<file path="config.mk">
export PLATFORM = sky130hd
export DESIGN_NAME = sti1d_queue
export DESIGN_NICKNAME = d
export VERILOG_FILES = /design/src/sti1d_pkg.sv /design/src/sti1d_queue.sv
export SDC_FILE = /design/constraint.sdc
export NUM_CORES = 1
export LEC_CHECK = 0
export BUFFER_PORTS_ARGS = -buffer_cell sky130_fd_sc_hd__buf_2
export CAP_MARGIN = 20
export CORE_MARGIN = 1.5
export CORE_UTILIZATION = 31
export CTS_CLUSTER_SIZE = 16
export DETAILED_ROUTE_END_ITERATION = 16
export MAX_ROUTING_LAYER = met4
export PLACE_DENSITY = 0.59
export SETUP_SLACK_MARGIN = 0.2
export SLEW_MARGIN = 20
export SYNTH_ARGS = -nofsm -noshare
export SYNTH_HDL_FRONTEND = slang
export SYNTH_SLANG_ARGS = --single-unit
</file>
<file path="constraint.sdc">
create_clock -name i_clk -period 5.68 [get_ports i_clk]
set_clock_uncertainty 0.15 [all_clocks]
set_input_delay 0.284 -clock i_clk [delete_from_list [all_inputs] [get_ports i_clk]]
set_output_delay 0.284 -clock i_clk [all_outputs]
set_load 0.02 [all_outputs]
</file>
<file path="src/sti1d_pkg.sv">
// shared types and constants for the sample table interpolator
package sti1d_pkg;

    localparam int SAMPLE_BITS  = 16;
    localparam int FRAC_BITS    = 16;
    localparam int POS_BITS     = 32;
    localparam int IDX_BITS     = 10;
    localparam int CNT_BITS     = 11;
    localparam int ADDR_BITS    = 16;
    localparam int W_BITS       = 34;
    localparam int CFG_IDX_BITS = 3;
    localparam int CFG_BITS     = 16;
    localparam int QUEUE_DEPTH  = 4;

    localparam logic [CFG_IDX_BITS-1:0] CFG_MODE     = 3'd0;
    localparam logic [CFG_IDX_BITS-1:0] CFG_COUNT    = 3'd1;
    localparam logic [CFG_IDX_BITS-1:0] CFG_GAMMA    = 3'd2;
    localparam logic [CFG_IDX_BITS-1:0] CFG_MISS_EN  = 3'd3;
    localparam logic [CFG_IDX_BITS-1:0] CFG_MISS_VAL = 3'd4;

    localparam logic [1:0] MODE_NEAREST = 2'd0;
    localparam logic [1:0] MODE_LINEAR  = 2'd1;
    localparam logic [1:0] MODE_CUBIC   = 2'd2;
    // unused code, behaves as linear
    localparam logic [1:0] MODE_SPARE   = 2'd3;

    typedef enum logic [1:0] {
        KIND_LOAD  = 2'd0,
        KIND_TABLE = 2'd1,
        KIND_MISS  = 2'd2
    } t_kind;

    typedef enum logic [1:0] {
        WSEL_SAMPLE = 2'd0,
        WSEL_LINEAR = 2'd1,
        WSEL_CUBIC  = 2'd2
    } t_wsel;

    typedef struct packed {
        logic [1:0]                    mode;
        logic [CNT_BITS-1:0]           count;
        logic signed [15:0]            gamma;
        logic                          miss_en;
        logic signed [15:0]            miss_val;
    } t_cfg;

    // routing info carried along the front pipeline
    typedef struct packed {
        t_kind                         kind;
        t_wsel                         wsel;
        logic                          tlast;
        logic                          load_ok;
        logic signed [SAMPLE_BITS-1:0] load_data;
        logic [ADDR_BITS-1:0]          a0;
        logic [ADDR_BITS-1:0]          a1;
        logic [ADDR_BITS-1:0]          a2;
        logic [ADDR_BITS-1:0]          a3;
        logic [FRAC_BITS-1:0]          frac;
    } t_route;

    // one queued work item for the back end
    typedef struct packed {
        t_kind                         kind;
        logic                          tlast;
        logic                          load_ok;
        logic signed [SAMPLE_BITS-1:0] load_data;
        logic [ADDR_BITS-1:0]          a0;
        logic [ADDR_BITS-1:0]          a1;
        logic [ADDR_BITS-1:0]          a2;
        logic [ADDR_BITS-1:0]          a3;
        logic signed [W_BITS-1:0]      w0;
        logic signed [W_BITS-1:0]      w1;
        logic signed [W_BITS-1:0]      w2;
        logic signed [W_BITS-1:0]      w3;
    } t_work;

endpackage

</file>
<file path="src/sti1d_queue.sv">
// short fifo between front and back end
module sti1d_queue (
    input  logic             i_clk,
    input  logic             i_rst_n,
    input  logic             i_push,
    input  sti1d_pkg::t_work i_data,
    output logic             o_full,
    input  logic             i_pop,
    output logic             o_valid,
    output sti1d_pkg::t_work o_data
);
    localparam int PW = $clog2(sti1d_pkg::QUEUE_DEPTH);

    sti1d_pkg::t_work r_mem [sti1d_pkg::QUEUE_DEPTH];
    logic [PW-1:0]    r_wp, r_rp;
    logic [PW:0]      r_cnt;

    always_ff @(posedge i_clk) begin
        if (!i_rst_n) begin
            r_wp  <= '0;
            r_rp  <= '0;
            r_cnt <= '0;
        end else begin
            if (i_push) r_wp <= r_wp + 1'b1;
            if (i_pop)  r_rp <= r_rp + 1'b1;
            r_cnt <= r_cnt + {{PW{1'b0}}, i_push} - {{PW{1'b0}}, i_pop};
        end
    end

    always_ff @(posedge i_clk) begin
        if (i_push) begin
            r_mem[r_wp] <= i_data;
        end
    end

    assign o_full  = (r_cnt == (PW+1)'(sti1d_pkg::QUEUE_DEPTH));
    assign o_valid = (r_cnt != '0);
    assign o_data  = r_mem[r_rp];

    a_cnt_bound: assert property (@(posedge i_clk) disable iff (!i_rst_n)
        r_cnt <= (PW+1)'(sti1d_pkg::QUEUE_DEPTH))
        else $error("queue count past depth");
    a_no_underflow: assert property (@(posedge i_clk) disable iff (!i_rst_n)
        i_pop |-> r_cnt != '0)
        else $error("pop from empty queue");
    a_no_overflow: assert property (@(posedge i_clk) disable iff (!i_rst_n)
        i_push && !i_pop |-> !o_full)
        else $error("push into full queue");
endmodule

</file>
==> run metrics <==
most common cell in the netlist=edfxtp_1; class of the worst hold path=primary input to flop; Buffers on Ports=445; Synth area leader=edfxtp_1; Final Cycle Share=0.611; Root Buffer=clkbuf_16; Nets=between 2000 and 2500; Cells after Synth=around 1200; Initial Util=0.313; total gr overflow=0; critical path type=flop to output port; Crit path arrival time=3.04 ns; die width=326 um; min-delay src=i_data[195]; Max VDD drop=0.322 mV; CTS H-tree lvls=3; LEAKAGE=roughly 14 nW; Via Count=roughly 15000; FP Rows=118; Die Y=between 300 and 400 um; async set or reset register ratio after synthesis=0; post-CTS setup buffer count=0; status=complete, no violations; Inserted Clock Buffers=between 90 and 100; reg2reg start=r_wp[0]; R2R depth=4; RSZ-0062 raised after global routing=false; CP startpoint kind=flop; GR Util All Layers=0.133; fmax=around 0.29 GHz; Slew headroom=0.321; Post-DP Area=roughly 36000 um2; Max FO, Critical Path=55; post-route ant nets=0; clk slew on worst S/H paths=approximately 0.060 ns; CTS tree=built; first drt pass iteration count=6; DRC errors left=0; setup TNS=0 ns; fraction of layout cells with a size suffix above 1=0.411; dpl ws=between 2 and 3 ns; Post-CTS Hold Fix Bufs=approximately 220; clk_lat worst skew=roughly 0.65 ns; Setup violations, final=0; Finished Cell Area=41400 um2; PostCTS Resize Cnt=0; sequential area share after synthesis=0.821; max-cap violation count=0; die area=106000 um2; top-area cell type share of the netlist area=0.815; setup ws final=between 2 and 2.5 ns; R2R Path End=r_mem[0][78]; syn_nets=between 1000 and 1500; clk sink count=889; Pwr Density=371 nW/um2; initial antenna violation count=10; Avg Cell Area, Syn=between 20 and 30 um2; num ports=446; CP Capture Type=output port; final wirelength=about 70000 um; Synth area leaders=edfxtp_1 (82%), mux4_2 (15%), buf_12 (1.4%), dfxtp_1 (0.56%), buf_2 (0.31%); initial drt markers=around 1000; crit path capture=o_data[45]; Synth Warn #=0; largest net degree at the start of global routing=roughly 120; FF-to-FF setup slack=2.96 ns; WHS=0.216 ns; Final GP Congestion=roughly 0.73; Final min period=between 3 and 4 ns; WP data required=5.25 ns; Synth Register Bits=889; Core ar.=about 100000 um2; first-pass GRT wire length=just over 100000 um; area grow syn2layout=27.6%; maximum buffer depth of the clock tree=3; Commonest cells post-synth=edfxtp_1 (880), mux4_2 (220), buf_12 (22); vias per inst=4.49; vias in the first global route=around 17000; Slew @ Worst Pin=around 1.0 ns; Fin. Hold Viols=0; EDFF count, synth=880; drt wl/cell=roughly 20 um; count of pins over their slew limit=0; mapped cell area=roughly 32000 um2; DP HPWL=just under 40000 um; Synth cell types=22; Post-synth top flop=edfxtp_1
## kinds of logic (layout without fill, tap and decap cells)
family | after synthesis | in the layout | synth area share
xor gates and xnor gates | 3 | 3 | 0.00127
muxes | 221 | 221 | 0.153
DFF | 889 | 889 | 0.821
and+or+nand+nor | 14 | 14 | 0.00236
adders and majority gates | 7 | 7 | 0.00293
buffers and inverters | 56 | 866 | 0.0188
AOI/OAI and AO/OA | 2 | 2 | 0.000463
other | 0 | 9 | 0
## worst min-delay path by stage
stage,slack [ns],endpoint,cells after the start
floorplan,0.23,r_mem[0][0],0
global placement,0.34,r_mem[0][80],1
detailed placement,0.35,r_mem[2][22],1
CTS,0.15,r_mem[2][133],2
global route,0.18,r_mem[3][136],2
finish,0.22,r_mem[3][195],2
## per-stage QoR
stage,total power [mW],cells,util
2_1_floorplan,8.79,1192,-
3_3_place_gp,9.29,2985,0.348
3_5_place_dp,9.33,2985,0.348
4_1_cts,15.6,3382,0.399
5_1_grt,15.9,3390,0.399
6_report,15.3,3391,0.399
## critical path, cell delays in order, from the launching register on
cell     delay (ns)
dfxtp_4        0.97
buf_4          0.77
mux4_2         0.43
buf_2          0.18
## cells in the final DEF (no fill, tap or decap), types with 2 or more instances in the layout
master and instances:
and2_1 2, and2_4 4, buf_12 9, buf_2 445, buf_4 8, bufinv_16 9
clkbuf_1 17, clkbuf_16 98, clkinv_1 23, clkinv_2 16, clkinv_4 2, clkinv_8 2
clkinvlp_4 2, dfxtp_1 7, dfxtp_4 2, diode_2 9, dlygate4sd3_1 223, edfxtp_1 880
ha_1 6, inv_1 7, inv_6 4, mux4_2 220, nor2_1 5, xnor2_1 2
## registers in the layout, summed over array words and instances, names as in the netlist, named ones only
register	count
r_mem	880
r_wp	2
r_cnt	3
r_rp	2
## area by class of cell
type / instances / area, um2
Clock buffer: 115 / 2520
Sequential cell: 889 / 26600
Clock inverter: 59 / 557
Timing Repair Buffer: 685 / 4700
Fill cell: 9232 / 62300
Tap cell: 1380 / 1730
Antenna cell: 9 / 22.5
Multi-Input combinational cell: 247 / 5200
Inverter: 7 / 26.3
## power breakdown
group	switching (mW)	total [mW]	internal, mW
clock	2.49	6.06	3.57
sequential	0.0888	7.64	7.55
combinational	0.946	1.64	0.697
total	3.52	15.3	11.8
## metal layers
layer | share of wire | global-route usage
met2 | 0.50 | 0.218
met5 | 0 | -
met3 | 0.073 | 0.0430
met1 | 0.40 | 0.155
met4 | 0.027 | 0.0413
Power figures use the tool's default switching activity.
